==> config.mk <==
export PLATFORM = sky130hd
export DESIGN_NAME = sparse_poly_add_merge_core
export DESIGN_NICKNAME = d
export VERILOG_FILES = /design/src/rtl/spadd_pkg.sv /design/src/rtl/spadd_merge_alu.sv /design/src/rtl/sparse_poly_add_merge_core.sv
export SDC_FILE = /design/constraint.sdc
export NUM_CORES = 2
export LEC_CHECK = 0
export ABC_CLOCK_PERIOD_IN_PS = 8270
export BUFFER_PORTS_ARGS = -buffer_cell sky130_fd_sc_hd__clkbuf_2
export CAP_MARGIN = 20
export CORE_AREA = 5 5 418 317
export DETAILED_ROUTE_END_ITERATION = 7
export DIE_AREA = 0 0 423 322
export GPL_ROUTABILITY_DRIVEN = 0
export PLACE_DENSITY = 0.7
export REMOVE_ABC_BUFFERS = 1
export SLEW_MARGIN = 20
export SYNTH_ARGS = -nofsm -noshare
export SYNTH_HDL_FRONTEND = slang
export SYNTH_SLANG_ARGS = --single-unit
export TNS_END_PERCENT = 100
==> constraint.sdc <==
create_clock -name clk_i -period 8.27 [get_ports clk_i]
set_clock_uncertainty 0.05 [all_clocks]
set_input_delay 1.654 -clock clk_i [delete_from_list [all_inputs] [get_ports clk_i]]
set_output_delay 1.654 -clock clk_i [all_outputs]
set_load 0.02 [all_outputs]
==> src/rtl/spadd_pkg.sv <==
package spadd_pkg;

  localparam int unsigned CoefBits  = 16;
  localparam int unsigned SumBits   = 17;
  localparam int unsigned ExponBits = 10;

  // request modes
  localparam logic [1:0] MODE_LOAD_A = 2'd0;
  localparam logic [1:0] MODE_LOAD_B = 2'd1;
  localparam logic [1:0] MODE_START  = 2'd2;

  typedef struct packed {
    logic [1:0]                  mode;
    logic signed [CoefBits-1:0]  term_coef;
    logic [ExponBits-1:0]        term_expon;
  } in_req_t;

  typedef struct packed {
    logic signed [SumBits-1:0]   sum_coef;
    logic [ExponBits-1:0]        sum_expon;
    logic                        last_term;
    logic                        empty_sum;
  } out_rsp_t;

  // one stored term
  typedef struct packed {
    logic signed [CoefBits-1:0]  coef;
    logic [ExponBits-1:0]        expon;
  } term_t;

  // decision of one merge step
  typedef struct packed {
    logic                        take_a;
    logic                        take_b;
    logic                        emit;
    logic                        done;
    logic signed [SumBits-1:0]   coef;
    logic [ExponBits-1:0]        expon;
  } step_t;

endpackage

==> src/rtl/spadd_merge_alu.sv <==
module spadd_merge_alu (
  input  spadd_pkg::term_t a_term_i,
  input  spadd_pkg::term_t b_term_i,
  input  logic             a_avail_i,
  input  logic             b_avail_i,
  output spadd_pkg::step_t step_o
);
  import spadd_pkg::*;

  logic signed [SumBits-1:0] a_ext;
  logic signed [SumBits-1:0] b_ext;
  logic signed [SumBits-1:0] sum;

  assign a_ext = {a_term_i.coef[CoefBits-1], a_term_i.coef};
  assign b_ext = {b_term_i.coef[CoefBits-1], b_term_i.coef};
  assign sum   = a_ext + b_ext;

  always_comb begin
    step_o = '0;
    if (a_avail_i && b_avail_i) begin
      if (a_term_i.expon < b_term_i.expon) begin
        step_o.take_b = 1'b1;
        step_o.emit   = 1'b1;
        step_o.coef   = b_ext;
        step_o.expon  = b_term_i.expon;
      end else if (a_term_i.expon > b_term_i.expon) begin
        step_o.take_a = 1'b1;
        step_o.emit   = 1'b1;
        step_o.coef   = a_ext;
        step_o.expon  = a_term_i.expon;
      end else begin
        // equal exponents: add, drop a zero sum
        step_o.take_a = 1'b1;
        step_o.take_b = 1'b1;
        step_o.emit   = (sum != '0);
        step_o.coef   = sum;
        step_o.expon  = a_term_i.expon;
      end
    end else if (a_avail_i) begin
      step_o.take_a = 1'b1;
      step_o.emit   = 1'b1;
      step_o.coef   = a_ext;
      step_o.expon  = a_term_i.expon;
    end else if (b_avail_i) begin
      step_o.take_b = 1'b1;
      step_o.emit   = 1'b1;
      step_o.coef   = b_ext;
      step_o.expon  = b_term_i.expon;
    end else begin
      step_o.done = 1'b1;
    end
  end

endmodule

==> src/rtl/sparse_poly_add_merge_core.sv <==
// channel  | direction | handshake              | payload
// ---------+-----------+------------------------+----------------------------
// in       | input     | in_valid_i / in_ready_o | in_req_i  (mode, coef, expon)
// out      | output    | out_valid_o/out_ready_i | out_rsp_o (coef, expon, marks)
//
// a load request gives no result
// a start request walks both term stores; each merge step is a store read
// (ST_READ), then compare/add in the shared unit (ST_EVAL)
// the registered store read is why each step needs its own read state
// the merge stalls while the output register holds a result not yet taken
// reset clears the counts and the sequencer; the stores are not cleared
module sparse_poly_add_merge_core #(
  parameter int unsigned MAX_TERMS = 32
) (
  input  logic                clk_i,
  input  logic                rst_ni,
  input  logic                in_valid_i,
  output logic                in_ready_o,
  input  spadd_pkg::in_req_t  in_req_i,
  output logic                out_valid_o,
  input  logic                out_ready_i,
  output spadd_pkg::out_rsp_t out_rsp_o
);
  import spadd_pkg::*;

  localparam int unsigned AW = (MAX_TERMS > 1) ? $clog2(MAX_TERMS) : 1;
  localparam int unsigned CW = $clog2(MAX_TERMS + 1);
  localparam logic [CW-1:0] FullCnt = CW'(MAX_TERMS);

  typedef enum logic [1:0] {
    ST_IDLE,
    ST_READ,
    ST_EVAL
  } state_e;

  state_e state_q;

  // term stores
  term_t a_mem [MAX_TERMS];
  term_t b_mem [MAX_TERMS];
  term_t a_rd_q;
  term_t b_rd_q;

  logic [CW-1:0] a_cnt_q, b_cnt_q;
  logic [CW-1:0] a_idx_q, b_idx_q;

  // held result term, sent once the next one (or the end) is known
  logic                      pend_v_q;
  logic signed [SumBits-1:0] pend_coef_q;
  logic [ExponBits-1:0]      pend_expon_q;

  logic     out_valid_q;
  out_rsp_t out_q;

  logic  accept;
  logic  load_a, load_b;
  logic  out_free;
  logic  out_load;
  step_t step;

  assign in_ready_o  = (state_q == ST_IDLE);
  assign accept      = in_valid_i && in_ready_o;
  assign load_a      = accept && (in_req_i.mode == MODE_LOAD_A) && (a_cnt_q != FullCnt);
  assign load_b      = accept && (in_req_i.mode == MODE_LOAD_B) && (b_cnt_q != FullCnt);
  assign out_free    = !out_valid_q || out_ready_i;
  // output register takes a new result: the final flush, or a held term pushed out
  assign out_load    = (state_q == ST_EVAL) && out_free &&
                       (step.done || (step.emit && pend_v_q));
  assign out_valid_o = out_valid_q;
  assign out_rsp_o   = out_q;

  // store write at the fill count, registered read at the merge pointer
  always_ff @(posedge clk_i) begin
    if (load_a) begin
      a_mem[a_cnt_q[AW-1:0]] <= '{coef: in_req_i.term_coef, expon: in_req_i.term_expon};
    end
    if (load_b) begin
      b_mem[b_cnt_q[AW-1:0]] <= '{coef: in_req_i.term_coef, expon: in_req_i.term_expon};
    end
    a_rd_q <= a_mem[a_idx_q[AW-1:0]];
    b_rd_q <= b_mem[b_idx_q[AW-1:0]];
  end

  // shared compare / add unit
  spadd_merge_alu u_alu (
    .a_term_i  (a_rd_q),
    .b_term_i  (b_rd_q),
    .a_avail_i (a_idx_q < a_cnt_q),
    .b_avail_i (b_idx_q < b_cnt_q),
    .step_o    (step)
  );

  always_ff @(posedge clk_i or negedge rst_ni) begin
    if (!rst_ni) begin
      state_q      <= ST_IDLE;
      a_cnt_q      <= '0;
      b_cnt_q      <= '0;
      a_idx_q      <= '0;
      b_idx_q      <= '0;
      pend_v_q     <= 1'b0;
      pend_coef_q  <= '0;
      pend_expon_q <= '0;
      out_valid_q  <= 1'b0;
      out_q        <= '0;
    end else begin
      if (out_load) begin
        out_valid_q <= 1'b1;
      end else if (out_ready_i) begin
        out_valid_q <= 1'b0;
      end
      unique case (state_q)
        ST_IDLE: begin
          if (accept) begin
            unique case (in_req_i.mode)
              MODE_LOAD_A: begin
                if (load_a) begin
                  a_cnt_q <= a_cnt_q + 1'b1;
                end
              end
              MODE_LOAD_B: begin
                if (load_b) begin
                  b_cnt_q <= b_cnt_q + 1'b1;
                end
              end
              MODE_START: begin
                a_idx_q  <= '0;
                b_idx_q  <= '0;
                pend_v_q <= 1'b0;
                state_q  <= ST_READ;
              end
              default: begin
                // unused mode, ignored
              end
            endcase
          end
        end
        ST_READ: begin
          // read data lands in a_rd_q / b_rd_q
          state_q <= ST_EVAL;
        end
        ST_EVAL: begin
          if (out_free) begin
            if (step.done) begin
              // flush the held term with the last mark, or report an empty sum
              if (pend_v_q) begin
                out_q <= '{sum_coef: pend_coef_q, sum_expon: pend_expon_q,
                           last_term: 1'b1, empty_sum: 1'b0};
              end else begin
                out_q <= '{sum_coef: '0, sum_expon: '0,
                           last_term: 1'b1, empty_sum: 1'b1};
              end
              pend_v_q <= 1'b0;
              a_cnt_q  <= '0;
              b_cnt_q  <= '0;
              state_q  <= ST_IDLE;
            end else begin
              if (step.take_a) begin
                a_idx_q <= a_idx_q + 1'b1;
              end
              if (step.take_b) begin
                b_idx_q <= b_idx_q + 1'b1;
              end
              if (step.emit) begin
                if (pend_v_q) begin
                  out_q <= '{sum_coef: pend_coef_q, sum_expon: pend_expon_q,
                             last_term: 1'b0, empty_sum: 1'b0};
                end
                pend_v_q     <= 1'b1;
                pend_coef_q  <= step.coef;
                pend_expon_q <= step.expon;
              end
              state_q <= ST_READ;
            end
          end
        end
        default: begin
          state_q <= ST_IDLE;
        end
      endcase
    end
  end

  // an empty-sum item is the only item of its addition and carries zero fields
  assert property (@(posedge clk_i) disable iff (!rst_ni)
    out_valid_o && out_rsp_o.empty_sum |->
      out_rsp_o.last_term && (out_rsp_o.sum_coef == '0) && (out_rsp_o.sum_expon == '0))
    else $error("empty sum item malformed");

  // fill counts never pass capacity
  assert property (@(posedge clk_i) disable iff (!rst_ni)
    (a_cnt_q <= FullCnt) && (b_cnt_q <= FullCnt))
    else $error("store count beyond capacity");

  // merge pointers never run past the fill counts while merging
  assert property (@(posedge clk_i) disable iff (!rst_ni)
    (state_q != ST_IDLE) |-> (a_idx_q <= a_cnt_q) && (b_idx_q <= b_cnt_q))
    else $error("merge pointer past store count");

  // finishing a merge clears both fill counts and sends a last item
  assert property (@(posedge clk_i) disable iff (!rst_ni)
    (state_q == ST_EVAL) && out_free && step.done |=>
      (a_cnt_q == '0) && (b_cnt_q == '0) && out_valid_o && out_rsp_o.last_term)
    else $error("merge end did not clear stores");

endmodule

Yosys cells after proc, flatten, opt, wreduce, memory -nomap -nowiden
Memories as Yosys holds them, arrays and structs flattened. A register that Yosys moved wholly into a read port is not among the register bits.
Cells that the tools add are included.

cells by class
  $mul = 0
  reduce and logical (&&, ||, !) cells = 27
  magnitude comparators = 4
  shift-type cells = 0
  div/mod/pow operators = 0
  muxes and demuxes = 58
  $add $sub $neg = 5
  equal/unequal tests = 18
  bitwise operators = 1

operators with widths
  kind                 count
  $mux 27              5
  $mux 29              4
  $mux 6               16
  $pmux 6 s2           4
  $add 6x1->6 const B  4
  $reduce_and 6->1     4
  $mux 1               21
  $add 16x16->17       1
  $reduce_bool 17->1   1
  $lt 6x6->1           2
  $ne 2x1->1 const B   6
  $ne 6x6->1 const B   2
  $gt 10x10->1         1
  $lt 10x10->1         1
  $mux 2               5
  $ne 2x2->1 const B   5
  $logic_and 1x1->1    9
  $reduce_and 4->1     2
  $reduce_bool 2->1    4
  $pmux 2 s3           1
  $reduce_and 5->1     1
  $eq 2x1->1 const B   2
  $eq 2x2->1 const B   2
  $logic_not 2->1      2
  7 further kinds      8

storage, ports and cells
  bits in latches = 0
  memories = 2
  word-level logic and storage cells = 128
  bits of input ports = 32
  flip-flop bits (word level) = 84
  ROM bits = 0
  RAM bits = 1664
  output and inout port bits = 31

memory list
  memory  words  bits a word  read ports  clocked after memory_dff  wr ports  line                              text
  a_mem   32     26           1           1                         1         sparse_poly_add_merge_core.sv:39  term_t a_mem [MAX_TERMS];
  b_mem   32     26           1           1                         1         sparse_poly_add_merge_core.sv:40  term_t b_mem [MAX_TERMS];

Longest topological paths before layout
  depth in word-level cells = 9
  depth in mapped cells = 14
  mapped depth without buffers = 10

Modules after synthesis
From an unflattened synthesis, not the netlist that was laid out.

unflattened totals
  cell total of the unflattened synthesis = 3422
  area total of the unflattened synthesis = 69560.5 µm²

by module, submodules not included
  module                      area an instance (µm²)  sequential area each (µm²)  cells each  times used
  sparse_poly_add_merge_core  67872.6                 53110.9                     3186        1
  spadd_merge_alu             1687.9                  0.0                         236         1

Worst setup path after synthesis
Ideal clock, no wire load.

  path type = input port to flip-flop
  start point = in in_valid_i
  end point = mem a_mem[10][0] (netlist name) (enable)
  buffers on the path = 0
  slack = 3.989 ns
  required time = 7.811 ns
  stages = 4
  setup time = 0.409 ns
  arrival = 3.822 ns
  path through = nand2_1 nor4_1 nand2_1 nor2_1

on the way
  word-level cells in the longest chain between the ends = 5

RTL lines
  item                            line                              text
  start: declaration              sparse_poly_add_merge_core.sv:17  input logic in_valid_i,
  $logic_and 1x1->1               sparse_poly_add_merge_core.sv:62  assign accept = in_valid_i && in_ready_o;
  $logic_and 1x1->1 (2 in a row)  sparse_poly_add_merge_core.sv:63  assign load_a = accept && (in_req_i.mode == MODE_LOAD_A) && (a_cnt_q != FullCnt);
  $mux 1                          sparse_poly_add_merge_core.sv:74  if (load_a) begin
  $mux 1 (implied by the code)    sparse_poly_add_merge_core.sv:75  a_mem[a_cnt_q[AW-1:0]] <= '{coef: in_req_i.term_coef, expon: in_req_i.term_expon};
  end: declaration                sparse_poly_add_merge_core.sv:39

Every way passes these cells.

Final worst setup path
  start point = reg a_cnt_q[3]
  end point = mem a_mem[11][13] (netlist name) (enable)

on the way
  word-level cells in the longest chain between the ends = 4

RTL lines
  item                          line                               text
  start: declaration            sparse_poly_add_merge_core.sv:44   logic [CW-1:0] a_cnt_q, b_cnt_q;
  start signal: assignment      sparse_poly_add_merge_core.sv:117  a_cnt_q <= a_cnt_q + 1'b1;
  $ne 6x6->1                    sparse_poly_add_merge_core.sv:63
  $logic_and 1x1->1             sparse_poly_add_merge_core.sv:63
  $mux 1                        sparse_poly_add_merge_core.sv:74
  $mux 1 (implied by the code)  sparse_poly_add_merge_core.sv:75

Several ways; a longest one is shown, not always the timed one.

==> impl_metrics.tcl <==
set metrics [dict create \
    worstSetupEndpointType "flip-flop" \
    slew_viol_final 0 \
    dp_hpwl_um 105000 \
    num_antenna_cells 0 \
    grt_pass1_wl_um 250000 \
    status "complete, no violations" \
    worstSkewPairLatency_ns 0.81 \
    critPathTopFamily "simple AND/OR/NAND/NOR gates" \
    slowest_stage "nor2_4" \
    ir_drop_uv 249 \
    use_met1_pct 39.8 \
    layout_commonest_cell "edfxtp_1" \
    cts_num_sinks 1800 \
    routedWlPerCell_um 35.1 \
    postCtsSetupRepairBufs 0 \
    critPathMaxStageDelay_ns 1.04 \
    rsz0062_at_grt "no" \
    period_needed_ns 4.23 \
    antenna_found_initial 13 \
    final-setup-viol-count 0 \
    final_layout_size_suffix_gt1_share_pct 29.2 \
    core_area_mm2 0.128 \
    vias 33700 \
    instances_no_fill 5045 \
    synthesis.area_mm2 0.0698 \
    synth.area.top_cells "edfxtp_1 (72%), mux4_2 (17%), dfrtp_1 (3.0%), dfxtp_1 (1.5%), mux2_2 (0.97%)" \
    drtAntennaViolNets 0 \
    grt_pass1_vias 32800 \
    min_path_cells 2 \
    drtIter0Drc 5376 \
    num-nets-final 3301 \
    root_buffer "clkbuf_16" \
    ys_seq_area_share_pct 76.1 \
    clk_path_buf_depth 3 \
    final_cell_mix "edfxtp_1 (1664), mux4_2 (520), clkbuf_16 (168), nand2_1 (76), dfrtp_1 (76)" \
    remaining_drc_errors 0 \
    grt_max_degree 105 \
    cts_hold_buf 0 \
    yosysUniqueCellTypes 59 \
    cts_buffers 164 \
    wl_um 177000 \
    initial_utilization_pct 54.5 \
    die_area_mm2 0.136 \
    rr_worst_depth 6 \
    die_height_um 322 \
    rows 114 \
    io_buffer_count 62 \
    grtUsageTotal_pct 26.3 \
    clkTransAtPathRegs_ns 0.06 \
    hold_viol 0 \
    fin_util_pct 60.6 \
    async_flop_share_pct 4.67 \
    grt_most_used_layer "met1" \
    crit_buf_inv 1 \
    finalCritPeriodShare_pct 51.1 \
    dp_cells 4738 \
    cts_tree "yes" \
    synth_seq_cells 1800 \
    netlist_instances 3121 \
    vias_per_cell 6.69 \
    power.density_mw_per_mm2 299 \
    slew_headroom_pct 22.6 \
    htreeDepth 4 \
    cp_max_fo 26 \
    grtUsageMet2_pct 38.1 \
    path_cells "or3_1 > nor2_1 > nor4_1 > buf_4 > nand2_1 > nor2_4" \
    ios 63 \
    cts_resized 0 \
    worstMarginPinSlew_ns 1.16 \
    synth_edf_count 1664 \
    overflow 0 \
    area.growth.synth_to_final_pct 11.2 \
    grtUsageMet3_pct 8.27 \
    cp_num_cells 6 \
    hp-class "reg -> reg" \
    avgSynthCellArea_um2 22.4 \
    maxCapViolCount 0 \
    die_x_um 423 \
    critPathKind "reg -> reg" \
    critPathLaunchType "flip-flop" \
    fill_cells 8513 \
    leakage_nw 24.0 \
    yosysWarnings 0 \
    cp_data_arrival_time_ns 4.58 \
    required_ns 8.62 \
    max_freq_mhz 237 \
    ys.flop_type "edfxtp_1" \
    drt_first_pass_iters 6 \
    yosysTopAreaCell "edfxtp_1" \
    yosysTopAreaCellShare_pct 71.6 \
]
flip-flops by register name, indices dropped and copies added (netlist names):
register,flops
pend_coef_q,17
pend_expon_q,10
b_cnt_q,6
a_idx_q,6
a_rd_q,26
a_mem,832
state_q,2
out_rsp_o,29
a_cnt_q,6
out_valid_o,1
pend_v_q,1
b_mem,832
b_idx_q,6
b_rd_q,26
final timing paths:
check / endpoint / slack, ns / start
max: a_mem[11][13]$_DFFE_PP_ / 4.04 / a_cnt_q[3]$_DFFE_PN0P_
min: out_rsp_o[0]$_DFFE_PN0P_ / 0.46 / out_rsp_o[0]$_DFFE_PN0P_
max reg2reg: a_mem[11][13]$_DFFE_PP_ / 4.04 / a_cnt_q[3]$_DFFE_PN0P_
min reg2reg: out_rsp_o[0]$_DFFE_PN0P_ / 0.46 / out_rsp_o[0]$_DFFE_PN0P_
max in group asynchronous: a_idx_q[0]$_DFFE_PN0P_ / 6.21 / rst_ni
min in group asynchronous: out_rsp_o[16]$_DFFE_PN0P_ / 0.68 / rst_ni
stage by stage:
stage | setup slack, ns | total power, W | hold WS (ns) | setup TNS, ns | area, um2
after floorplan | -1.98 | 0.0146 | 0.423 | -200.85 | 69200
after global placement | 3.42 | 0.0158 | 0.444 | 0 | 72400
after detailed placement | 3.41 | 0.0159 | 0.448 | 0 | 72400
after CTS | 3.97 | 0.0232 | 0.464 | 0 | 77600
after global routing | 3.80 | 0.0240 | 0.488 | 0 | 77600
final | 4.04 | 0.0232 | 0.463 | 0 | 77600
metal layers:
metal  wire length, um  share of wire, %  vias to the layer above
li1                  -                 -                    13300
met1             70500                40                    18000
met2             79200                45                     2113
met3             23500                13                      244
met4              4130               2.3                        8
met5                55             0.031                        -
worst min-delay path: stages (launching register included):
cell and delay, ns:
dfrtp_1 0.34, nor2_1 0.05, nor2_1 0.08
synth_stat cells, types with 5 or more instances:
cell type and count:
dfrtp_1 84, inv_1 58, nand3_1 26, nor2_1 101, nand4_1 10, and3_1 7
buf_2 5, nand2_1 76, clkbuf_1 108, xnor2_1 15, mux2i_1 47, xor2_1 8
o211ai_1 14, nand2b_1 9, ha_1 46, a211oi_1 5, buf_1 36, dfxtp_1 52
a22o_1 11, mux2_2 60, nor3_1 13, mux4_2 520, edfxtp_1 1664, a21oi_1 37
nor4_1 5, a22oi_1 13, o21ai_0 23, a21o_1 12
logic make-up (layout without fill, tap and decap cells):
group,Yosys count,count (layout),synth area share [%]
flops,1800,1800,76.1
compound gates,146,146,1.42
simple gates,268,268,1.74
mux,627,627,18.4
buf+inv,210,452,1.17
xor+xnor,23,23,0.289
fa+ha+maj,47,47,0.853
power by group:
group | switching [W] | leakage [nW] | internal, W | total [W]
combinational | 0.00305 | 5.07 | 0.00206 | 0.00511
clock | 0.00330 | 2.55 | 0.00412 | 0.00741
sequential | 0.000385 | 16.4 | 0.0103 | 0.0107
area by class of cell:
cell class                      instances  area [um2]  share of cell area [%]
Timing Repair Buffer                   87         592                   0.763
Inverter                               58         218                   0.281
Clock inverter                         77         642                   0.827
Sequential cell                      1800       53100                    68.5
Tap cell                             1682        2100                    2.71
Clock buffer                          230        4560                    5.87
Multi-Input combinational cell       1111       16300                    21.1
(Power assumes the default switching activity.)
